File: src/hdl/mkdp_pkg.sv
`default_nettype none
// ----------------------------------------------------------------------------
// mkdp_pkg
// Shared widths, opcodes and types for the multi-key debounce block.
// ----------------------------------------------------------------------------
package mkdp_pkg;

   localparam int LEVEL_W = 6;   // sampled key level bits per item
   localparam int CNT_W   = 8;   // run counter / threshold width
   localparam int EVENT_W = 3;   // event code width

   localparam logic [CNT_W-1:0] DEBOUNCE_RESET = 8'd20;

   localparam logic OP_TICK = 1'b0;
   localparam logic OP_READ = 1'b1;

   typedef logic [CNT_W-1:0]   count_type;
   typedef logic [EVENT_W-1:0] event_type;

   typedef struct packed {
      logic tick;   // accepted scan tick
      logic read;   // accepted read-and-clear
   } cmd_type;

endpackage
`default_nettype wire

File: src/hdl/multi_key_debounce_press_event.sv
`default_nettype none
// ----------------------------------------------------------------------------
// multi_key_debounce_press_event
// Debounces NUM_KEYS active-low keys in parallel lanes and latches one
// press event, returned by a read item and reported on every tick.
//
// Channel   Dir   Handshake          Payload
// req       in    tvalid/tready      tuser: opcode, tdata: key_levels
// rsp       out   tvalid/tready      tdata: event_key
// csr       in    we                 wdata: debounce_ticks
//
// One item accepted per cycle while the queue is not full; its result enters the queue the next cycle.
// A two-entry output queue holds results; req_tready drops only when full.
// All lanes and the pending event update in the accepting cycle.
// Synchronous active-high reset; no clearing pass.
// ----------------------------------------------------------------------------
module multi_key_debounce_press_event #(
   parameter int NUM_KEYS = 6
) (
   input  wire        clock,
   input  wire        reset,
   input  wire        req_tvalid,
   output logic       req_tready,
   input  wire        req_tuser,    // [0] opcode
   input  wire  [7:0] req_tdata,    // [5:0] key_levels, [7:6] zero
   output logic       rsp_tvalid,
   input  wire        rsp_tready,
   output logic [7:0] rsp_tdata,    // [2:0] event_key, [7:3] zero
   input  wire        csr_we,
   input  wire  [7:0] csr_wdata     // [7:0] debounce_ticks
);
   import mkdp_pkg::*;

   count_type         thr_ff;
   logic              accept;
   cmd_type           cmd;
   logic [NUM_KEYS-1:0] press;
   event_type         pending;
   event_type         result;

   event_type         slot0_ff, slot0_in;
   event_type         slot1_ff, slot1_in;
   logic [1:0]        cnt_ff, cnt_in, cnt_mid;
   logic              pop;

   always_ff @(posedge clock) begin
      if (reset) begin
         thr_ff <= DEBOUNCE_RESET;
      end else if (csr_we) begin
         thr_ff <= csr_wdata;
      end
   end

   assign accept   = req_tvalid && req_tready;
   assign cmd.tick = accept && (req_tuser == OP_TICK);
   assign cmd.read = accept && (req_tuser == OP_READ);

   for (genvar k = 0; k < NUM_KEYS; k++) begin : g_lane
      logic smp;
      if (k < LEVEL_W) begin : g_in
         assign smp = req_tdata[k];
      end else begin : g_zero
         assign smp = 1'b0;
      end
      mkdp_lane u_lane (
         .clock     (clock),
         .reset     (reset),
         .tick      (cmd.tick),
         .sample    (smp),
         .threshold (thr_ff),
         .press     (press[k])
      );
   end

   mkdp_merge #(
      .NUM_KEYS (NUM_KEYS)
   ) u_merge (
      .clock   (clock),
      .reset   (reset),
      .cmd     (cmd),
      .press   (press),
      .pending (pending),
      .result  (result)
   );

   // output queue, slot0 is head
   assign pop = rsp_tvalid && rsp_tready;

   always_comb begin
      slot0_in = slot0_ff;
      slot1_in = slot1_ff;
      cnt_mid  = cnt_ff;
      if (pop) begin
         slot0_in = slot1_ff;
         cnt_mid  = cnt_ff - 2'd1;
      end
      cnt_in = cnt_mid;
      if (accept) begin
         if (cnt_mid == 2'd0) begin
            slot0_in = result;
         end else begin
            slot1_in = result;
         end
         cnt_in = cnt_mid + 2'd1;
      end
   end

   always_ff @(posedge clock) begin
      if (reset) begin
         cnt_ff <= '0;
      end else begin
         cnt_ff <= cnt_in;
      end
      slot0_ff <= slot0_in;
      slot1_ff <= slot1_in;
   end

   assign req_tready = (cnt_ff != 2'd2);
   assign rsp_tvalid = (cnt_ff != 2'd0);
   assign rsp_tdata  = {(8 - EVENT_W)'(0), slot0_ff};

   a_cnt_range : assert property (@(posedge clock) disable iff (reset)
      cnt_ff != 2'd3)
      else $error("output queue count out of range");

   a_read_clears : assert property (@(posedge clock) disable iff (reset)
      cmd.read |=> (pending == '0))
      else $error("pending event not cleared by read");

   a_pending_holds : assert property (@(posedge clock) disable iff (reset)
      (cmd.tick && (pending != '0)) |=> (pending == $past(pending)))
      else $error("pending event overwritten by tick");

   a_result_visible : assert property (@(posedge clock) disable iff (reset)
      accept |=> rsp_tvalid)
      else $error("accepted item produced no result");

endmodule
`default_nettype wire

File: src/hdl/mkdp_lane.sv
`default_nettype none
// ----------------------------------------------------------------------------
// mkdp_lane
// One key's debounce core: last sample, run counter and debounced level.
// Flags a debounced press (fall to 0) on the tick that accepts it.
// ----------------------------------------------------------------------------
module mkdp_lane (
   input  wire                     clock,
   input  wire                     reset,
   input  wire                     tick,
   input  wire                     sample,
   input  wire mkdp_pkg::count_type threshold,
   output logic                    press
);
   import mkdp_pkg::*;

   logic      last_ff, last_in;
   logic      deb_ff, deb_in;
   count_type cnt_ff, cnt_in;

   always_comb begin
      last_in = last_ff;
      deb_in  = deb_ff;
      cnt_in  = cnt_ff;
      press   = 1'b0;
      if (tick) begin
         if (sample == last_ff) begin
            if (cnt_ff < threshold) begin
               cnt_in = cnt_ff + count_type'(1);
            end
         end else begin
            cnt_in  = '0;
            last_in = sample;
         end
         if ((cnt_in == threshold) && (sample != deb_ff)) begin
            deb_in = sample;
            press  = ~sample;
         end
      end
   end

   always_ff @(posedge clock) begin
      if (reset) begin
         last_ff <= 1'b1;
         deb_ff  <= 1'b1;
         cnt_ff  <= '0;
      end else begin
         last_ff <= last_in;
         deb_ff  <= deb_in;
         cnt_ff  <= cnt_in;
      end
   end

endmodule
`default_nettype wire

File: src/hdl/mkdp_merge.sv
`default_nettype none
// ----------------------------------------------------------------------------
// mkdp_merge
// Merges lane press flags: lowest key wins, latched into the pending event
// only when none is pending. Produces the result code for each item.
// ----------------------------------------------------------------------------
module mkdp_merge #(
   parameter int NUM_KEYS = 6
) (
   input  wire                     clock,
   input  wire                     reset,
   input  wire mkdp_pkg::cmd_type  cmd,
   input  wire [NUM_KEYS-1:0]      press,
   output mkdp_pkg::event_type     pending,
   output mkdp_pkg::event_type     result
);
   import mkdp_pkg::*;

   event_type pend_ff, pend_in;
   event_type sel;

   // code wraps to EVENT_W bits; a key whose code wraps to 0 never latches
   always_comb begin
      sel = '0;
      for (int k = NUM_KEYS - 1; k >= 0; k--) begin
         if (press[k] && (event_type'(k + 1) != '0)) begin
            sel = event_type'(k + 1);
         end
      end
   end

   always_comb begin
      pend_in = pend_ff;
      result  = pend_ff;
      if (cmd.read) begin
         pend_in = '0;
      end else if (cmd.tick) begin
         if (pend_ff == '0) begin
            pend_in = sel;
         end
         result = pend_in;
      end
   end

   always_ff @(posedge clock) begin
      if (reset) begin
         pend_ff <= '0;
      end else begin
         pend_ff <= pend_in;
      end
   end

   assign pending = pend_ff;

endmodule
`default_nettype wire
File: config.mk
export PLATFORM = sky130hd
export DESIGN_NAME = multi_key_debounce_press_event
export DESIGN_NICKNAME = d
export VERILOG_FILES = /design/src/hdl/mkdp_pkg.sv /design/src/hdl/multi_key_debounce_press_event.sv /design/src/hdl/mkdp_lane.sv /design/src/hdl/mkdp_merge.sv
export SDC_FILE = /design/constraint.sdc
export NUM_CORES = 1
export LEC_CHECK = 0
export ABC_AREA = 1
export ABC_CLOCK_PERIOD_IN_PS = 5820
export BUFFER_PORTS_ARGS = -buffer_cell sky130_fd_sc_hd__buf_2
export CAP_MARGIN = 0
export CORE_ASPECT_RATIO = 0.8
export CORE_MARGIN = 2
export CORE_UTILIZATION = 60
export CTS_BUF_LIST = sky130_fd_sc_hd__clkbuf_8
export CTS_CLUSTER_SIZE = 30
export DETAILED_ROUTE_END_ITERATION = 10
export PLACE_DENSITY = 0.9
export RECOVER_POWER = 50
export SETUP_SLACK_MARGIN = 0.15
export SYNTH_ARGS = -nofsm -noshare
export SYNTH_HDL_FRONTEND = slang
export SYNTH_HIERARCHICAL = 1
export SYNTH_SLANG_ARGS = --single-unit
File: constraint.sdc
create_clock -name clock -period 5.82 [get_ports clock]
set_input_delay 1.164 -clock clock [delete_from_list [all_inputs] [get_ports clock]]
set_output_delay 1.164 -clock clock [all_outputs]
set_load 0.05 [all_outputs]
== Word-level counts from Yosys, hierarchy flattened ==
Index checks and enable logic that the tools add are counted.
W data, S select, Z words.
Storage, ports and cells
  bits in registers: 79
  bits of input ports: 22
  output and inout port bits: 10
  logic and storage cells: 141
Cells by class
  add/subtract/negate cells: 8
  order comparisons: 6
  reductions and logical operators: 27
  equality and inequality tests: 19
  multiplexer cells: 44
  bitwise logic cells: 14
Operators with widths (number)
  $mux W8: 18
  $add A8 B1 Y8 const B: 6
  $eq A8 B8 Y1: 6
  $lt A8 B8 Y1: 6
  $mux W3: 12
  $reduce_and A2 Y1: 13
  $not A1 Y1: 14
  $mux W1: 12
  $logic_and A1 B1 Y1: 10
  $eq A1 B1 Y1: 6
  $ne A1 B1 Y1: 6
  $mux W2: 2
  $logic_not A3 Y1: 1
  $add A2 B1 Y2 const B: 1
  $logic_not A2 Y1: 1
  $ne A2 B2 Y1 const B: 1
  $reduce_bool A2 Y1: 1
  $reduce_or A2 Y1: 1
  $sub A2 B1 Y2 const B: 1

== Logic depth before layout (Yosys ltp) ==
Gate-level depths: netlist of the first run.
  word-level depth: 19
  mapped depth: 25
  gate-level depth less buffers: 25

== Hierarchy ==
Netlist of the first run, hierarchy kept.
By module, submodules not included
  mkdp_lane: area an instance 1053.5 um2, cells each 175, times used 6, seq. area each 200.2 um2
  multi_key_debounce_press_event: area an instance 758.2 um2, cells each 96, times used 1, seq. area each 350.3 um2
  mkdp_merge: area an instance 210.2 um2, cells each 38, times used 1, seq. area each 60.1 um2

== Worst setup path before layout of the first run ==
OpenSTA, ideal clock, no wires.
  path kind: input -> register
  start: input port req_tvalid
  end: register slot1_ff[0] (data pin)
  required time: 5.553 ns
  stages on the path: 13
  path slack: 2.013 ns
  path buffers: 0
  setup time: 0.267 ns
  arrival: 3.540 ns
  path through: nand2_2 -> nor2_1 -> inv_1 -> nor2_1 -> nand4_1 -> nor3_1 -> inv_1 -> nand2_1 -> nand2_1 -> nand2_1 -> nand2_1 -> nand2_1 -> o21ai_1
RTL lines
  start: declaration: RTL line multi_key_debounce_press_event.sv:22  | input wire req_tvalid,
  end signal: assignment: RTL line multi_key_debounce_press_event.sv:115  | slot1_ff <= slot1_in;
  end: declaration: RTL line multi_key_debounce_press_event.sv:42  | event_type slot1_ff, slot1_in;

==> impl_metrics.toml, run 1 <==
[status]
status = "finished, final reports clean"

[synthesis]
synth-edff-count = 3
yosysSeqAreaShare_pct = 22.1
ys.warnings.count = 6
syn-cell-area_um2 = 7290
syn_inst = 1184
yosysTopAreaCell = "dfxtp_1"
netlist_top_cells_area = "dfxtp_1, nand2_1, inv_1"
yosysTopAreaCellShare_pct = 20.9
syn_avg_cell_area_um2 = 6.16
synth_cell_types = 32
async_flop_share_pct = 0
ys_ff_latch = 79
ys.flop_type = "dfxtp_1"

[hold_path]
holdPathStages = 2
hold_end = "u_merge/pending[1]"
hold_class = "register to register"
hold_path.startpoint = "u_merge/pending[1]"

[die]
core_area_um2 = 11700
die_area_um2 = 13100
fp.dieH_um = 103
start_util_pct = 62.3
rows = 35
io_pins = 32
die_w_um = 127

[global_route]
grt_max_degree = 80
grt_pass1_wl_mm = 30.2
grt_pass1_vias = 6654
grt-ovfl-total = 0
antenna_found_initial = 0
grtUsageTotal_pct = 28.1

[sta]
report.final.slew_viol_count = 0
period_share_pct = 65.6
finalCriticalPeriod_ns = 3.82
grt_setup_unrepaired = "false"
worst_pin_slew_ns = 0.989
finalSetupViolCount = 0
final_hold_viol_count = 0
fmax_mhz = 262
setup_tns_ns = 0
fin_skew_ns = 0.00964
slew_headroom_pct = 33.8

[setup_path]
crit_chain = "buf_2 > nand2_1 > nor2_1 > clkbuf_1 > inv_1 > nor2_1 > nand4_1 > nor3_1 > nor2_1 > nand2_1 > nand3_1 > o21ai_1 > nand2_1 > nand2_1"
r2r_slack_ns = 2.11
r2r-start = "cnt_ff[0]"
cp-start-kind = "input pin"
crit_family = "simple AND/OR/NAND/NOR gates"
crit_slowest_cell = "nor2_1"
arrival_ns = 4.13
cp_num_buf_inv = 3
timing.rr.end = "slot0_ff[1]"
crit_top_cell = "nand2_1"
cp.required_ns = 6.14
path_class = "input pin to register"
slowest_delay_ns = 0.78
crit_fanout = 15
end_kind = "register"
reg2reg_depth = 16

[clock_network]
post-cts-setup-buffer-count = 0
clk_latency_ns = 0.37
cts_tree = "done"
cts_buffers = 9
clkTransAtPathRegs_ns = 0.09
root_buffer = "clkbuf_8"
cts_resized = 0
cts_buffer_depth = 2
cts.sinks = 79
cts_hold_buf = 0
htreeDepth = 3

[routing]
drt_iter0_drc = 614
wl_met3_mm = 1.21
remaining_drc_errors = 0
vias_per_cell = 5.46
met2RoutedLength_mm = 7.81
avgRoutedWirePerCell_um = 12.9
num_vias = 7395
antenna_left = 0
drt-pass1-iter-count = 5
m1WireLength_mm = 8.17
dr.max_layer_used = "met4"
wl_mm = 17.5

[cells_and_area]
diodes = 0
drive_gt1_share_pct = 9.61
final_util_pct = 65.7
finalNonFillerCells = 1355
nets = 1275
area_growth_pct = 5.34

[power_and_ir_drop]
ir_drop_mv = 0.136
total_power_w = 0.00201
powerDensity_nw_per_um2 = 262
p_leak_nw = 3.87

[placed_design]
dp.cells = 1339
place_congestion = 0.900
io_buffers = 24
dp_hpwl_mm = 12.9

[run]
cap_violations = 0
-- routing by layer --
layer,GRT usage (%),up-vias
met5,0,-
met2,46.9,239
li1,-,3840
met4,7.95,0
met3,4.83,29
met1,38.1,3287
-- placed cells by master (no fill, tap or decap), types with 8 or more instances in the layout --
cell type,Yosys,layout
nand2_1,339,342
nand3_2,24,23
nor2_2,18,17
o21ai_0,66,67
nand2_2,18,16
inv_2,12,12
nand3_1,109,110
o21ai_1,9,8
inv_1,175,175
dfxtp_1,76,76
clkbuf_8,0,9
nand4_1,42,42
buf_2,7,19
ha_1,51,51
a21oi_1,68,68
nor2_1,91,92
xnor2_1,24,24
-- state kept, by name, indices dropped and copies added (netlist names) --
name                   cells
g_lane.u_lane/last_ff      6
u_merge/pending            3
g_lane.u_lane/deb_ff       6
cnt_ff                     2
slot1_ff                   3
thr_ff                     8
slot0_ff                   3
g_lane.u_lane/cnt_ff      48
-- cell families (layout without fill, tap and decap cells) --
family | Yosys count | count (layout) | share of synthesized area, %
and+or+nand+nor | 657 | 657 | 41.1
buffers and inverters | 213 | 232 | 12.0
AOI/OAI and AO/OA | 153 | 153 | 10.9
xor gates and xnor gates | 30 | 30 | 5.15
adders and majority gates | 51 | 51 | 8.75
other | 1 | 5 | 0.0514
DFF | 79 | 79 | 22.1
-- power breakdown --
part           switching, W  internal (W)  total [W]
logic              0.000558      0.000272   0.000830
clock network      0.000227      0.000248   0.000476
registers         0.0000945      0.000613   0.000707
-- layout make-up --
cell class | count | area, um^2
Clock buffer | 9 | 124
Clock inverter | 7 | 103
Fill cell | 1042 | 4010
Inverter | 189 | 711
Multi-Input combinational cell | 896 | 4800
Sequential cell | 79 | 1610
Tap cell | 148 | 185
Timing Repair Buffer | 27 | 145
-- metrics by stage --
| stage | instance area [um^2] | hold slack (ns) | setup slack, ns |
|---|---|---|---|
| 3_5_place_dp | 7490 | 0.451 | 2.27 |
| 6_report | 7680 | 0.475 | 2.00 |
| 4_1_cts | 7720 | 0.463 | 2.25 |
| 2_1_floorplan | 7300 | 0.435 | 2.01 |
| 3_3_place_gp | 7490 | 0.445 | 2.37 |
| 5_1_grt | 7680 | 0.488 | 1.68 |
-- worst max path at each step --
stage | depth (start not counted) | slack [ns] | startpoint | endpoint
after global routing | 13 | 1.68 | req_tvalid | slot1_ff[2]
after detailed placement | 19 | 2.27 | thr_ff[3] | slot0_ff[1]
after floorplan | 13 | 2.01 | req_tvalid | slot1_ff[0]
after global placement | 16 | 2.37 | req_tvalid | slot0_ff[0]
after CTS | 19 | 2.25 | thr_ff[3] | slot0_ff[1]
final | 14 | 2.00 | req_tvalid | slot0_ff[1]
-- cells in the mapped netlist, drive strengths merged (6+ instances only) --
cell type	instances
nand2	358
inv	187
nand3	133
nor2	111
dfxtp	76
o21ai	75
a21oi	69
ha	51
nand4	42
xnor2	30
buf	18
and2	6
clkbuf	6
nor3	6
o21bai	6
-- worst register-to-register path: cells and delay by family (launching register included) --
family	cells	cell delay, ns
and+or+nand+nor	10	2.06
DFF	1	0.36
buffers and inverters	4	0.78
adders and majority gates	1	0.25
AOI/OAI and AO/OA	1	0.22
(Power assumes the default switching activity.)
==> run 2: changes to the inputs <==
--- a/config.mk
+++ b/config.mk
@@ -5,8 +5,8 @@
 export SDC_FILE = /design/constraint.sdc
 export NUM_CORES = 1
 export LEC_CHECK = 0
-export ABC_AREA = 1
-export ABC_CLOCK_PERIOD_IN_PS = 5820
+export ABC_AREA = 0
+export ABC_CLOCK_PERIOD_IN_PS = 3520
 export BUFFER_PORTS_ARGS = -buffer_cell sky130_fd_sc_hd__buf_2
 export CAP_MARGIN = 0
 export CORE_ASPECT_RATIO = 0.8
==> constraint.sdc (replaced) <==
create_clock -name clock -period 3.52 [get_ports clock]
set_input_delay 0.704 -clock clock [delete_from_list [all_inputs] [get_ports clock]]
set_output_delay 0.704 -clock clock [all_outputs]
set_load 0.05 [all_outputs]
==> impl_metrics.toml, run 2 <==
[status]
status = "finished, violations left"
violations = "negative setup slack"

[synthesis]
syn-cell-area_um2 = 7730
synth_cell_types = 61
yosysSeqAreaShare_pct = 20.8
yosysTopAreaCellShare_pct = 19.7
ys.flop_type = "dfxtp_1"
netlist_top_cells_count = "nand2_1, nor2_1, a21oi_1, dfxtp_1, inv_1"
yosysTopAreaCell = "dfxtp_1"
yosysMostFrequentCell = "nand2_1"
ys.warnings.count = 6
ys_ff_latch = 79
netlist_top_cells_area = "dfxtp_1, ha_1, a21oi_1"
syn_avg_cell_area_um2 = 7.72
synth-edff-count = 3
syn_inst = 1002
async_flop_share_pct = 0

[setup_path]
cp_num_buf_inv = 2
crit_path_start = "cnt_ff[0]"
r2r-start = "cnt_ff[0]"
r2r_slack_ns = -0.05
reg2reg_depth = 14
cp-start-kind = "register"
path_class = "register to register"
timing.rr.end = "slot0_ff[1]"
end_kind = "register"
cp.required_ns = 3.79
crit_fanout = 6
crit_slowest_cell = "a2111oi_1"
crit_family = "simple AND/OR/NAND/NOR gates"
arrival_ns = 3.84
slowest_delay_ns = 0.60
crit_chain = "inv_1 > ha_1 > nand2b_1 > nor2_4 > inv_1 > a2111oi_1 > nand2_1 > mux2i_2 > and4b_2 > nor2_2 > a211o_1 > a31o_2 > nor2_2 > a21oi_1"

[routing]
antenna_left = 0
drt-pass1-iter-count = 6
remaining_drc_errors = 0
drt_iter0_drc = 1105
num_vias = 9130
vias_per_cell = 6.90
avgRoutedWirePerCell_um = 21.4
wl_mm = 28.3

[power_and_ir_drop]
pwr-share-seq_pct = 35.0
p_comb_share_pct = 40.5
p_leak_nw = 3.77
swShare_pct = 41.5
powerDensity_nw_per_um2 = 299
p_sw_w = 0.00124
clock_power_share_pct = 24.5
ir_drop_mv = 0.268
total_power_w = 0.00298
p_int_w = 0.00174

[clock_network]
cts_tree = "done"
clk_latency_ns = 0.39
cts.sinks = 79
cts_buffer_depth = 2
cts_buffers = 9
htreeDepth = 3
clkTransAtPathRegs_ns = 0.09
root_buffer = "clkbuf_8"

[global_route]
grt-ovfl-total = 0
grt_pass1_wl_mm = 40.7
grt_max_degree = 39
antenna_found_initial = 1
grt_pass1_vias = 8583
grtUsageTotal_pct = 36.8

[cells_and_area]
final_area_um2 = 9960
mostFrequentLayoutCell = "buf_4"
drive_gt1_share_pct = 32.5
final_util_pct = 78.3
nets = 1216
reg_top3 = "g_lane.u_lane/cnt_ff x48, thr_ff x8"
area_growth_pct = 28.8
layout_common_cells = "buf_4, nand2_1, nor2_1, dfxtp_1, a21oi_1"
largest_reg_flops = 48
top_register = "g_lane.u_lane/cnt_ff"

[die]
start_util_pct = 60.7
die_area_um2 = 13800
fp.dieH_um = 106
rows = 37
core_area_um2 = 12700
io_pins = 32
die_w_um = 131

[sta]
setup_tns_ns = -0.169
period_share_pct = 101
finalCriticalPeriod_ns = 3.57
fmax_mhz = 280
final_hold_viol_count = 0
grt_setup_unrepaired = "true"
worst_pin_slew_ns = 1.20
slew_headroom_pct = 19.9
fin_skew_ns = 0.00889
report.final.slew_viol_count = 0
fin_ws_ns = -0.0517
finalSetupViolCount = 7

[placed_design]
dp_hpwl_mm = 15.8
dpl-instance-area_um2 = 8560
place_congestion = 0.924
place_ws_ns = -0.151
io_buffers = 24

[hold_path]
hold_class = "input pin to register"
holdPathStages = 2
hold_path.startpoint = "csr_wdata[4]"
hold_end = "thr_ff[4]"

[run]
cap_violations = 0
## run 2: cell type report
type / instances / area, um^2
multi-input combinational: 818 / 6350
fill: 746 / 2770
sequential: 79 / 1640
timing repair buffer: 170 / 1300
inverter: 65 / 254
tap: 175 / 219
clock buffer: 10 / 138
clock inverter: 6 / 61.3
antenna: 1 / 2.50
## run 2: routing by layer
metal	vias to the layer above	global-route usage, %	routed length (um)
met5	-	0	0
met4	0	20.2	1950
met3	253	9.64	3140
met2	746	60.3	13200
met1	4168	43.7	9960
li1	3963	-	-
## run 2: cells by family (layout without fill, tap and decap cells)
logic type / Yosys count / in the layout / synth area share, %
adders and majority gates: 51 / 51 / 8.25
DFF: 79 / 79 / 20.8
muxes: 41 / 41 / 5.39
and+or+nand+nor: 368 / 368 / 25.3
xor gates and xnor gates: 49 / 49 / 6.72
other: 1 / 6 / 0.0485
AOI/OAI and AO/OA: 304 / 304 / 26.8
buffers and inverters: 109 / 251 / 6.62
## run 2: power by group through the flow
stage	logic [W]	registers, W	clock network (W)
3_5_place_dp	0.00102	0.00106	0
6_report	0.00121	0.00104	0.000729
3_3_place_gp	0.000988	0.00105	0
4_1_cts	0.00109	0.00103	0.000729
5_1_grt	0.00127	0.00105	0.000780
2_1_floorplan	0.000691	0.00111	0
## run 2: repair_timing
item                       4_1_cts  5_1_grt
pin swaps                       50       42
hold endpoints to repair         0        0
setup endpoints to repair        9       11
gates cloned                     1        0
resized for setup               95       86
hold buffers                     0        0
setup buffers                   31       21
## run 2: how the worst max path moves through the flow
| stage | end | slack [ns] | cells past startpoint |
|---|---|---|---|
| after floorplan | slot1_ff[2] | 0.15 | 12 |
| after global placement | slot0_ff[1] | -0.01 | 15 |
| after detailed placement | slot0_ff[0] | -0.15 | 15 |
| after CTS | slot1_ff[1] | 0.15 | 13 |
| after global routing | slot0_ff[1] | -0.17 | 16 |
| final | slot0_ff[1] | -0.05 | 14 |
## run 2: metrics by stage
step | instances | hold slack, ns
floorplan | 1006 | 0.486
global placement | 1254 | 0.516
detailed placement | 1254 | 0.526
CTS | 1302 | 0.520
global route | 1323 | 0.516
finish | 1324 | 0.522
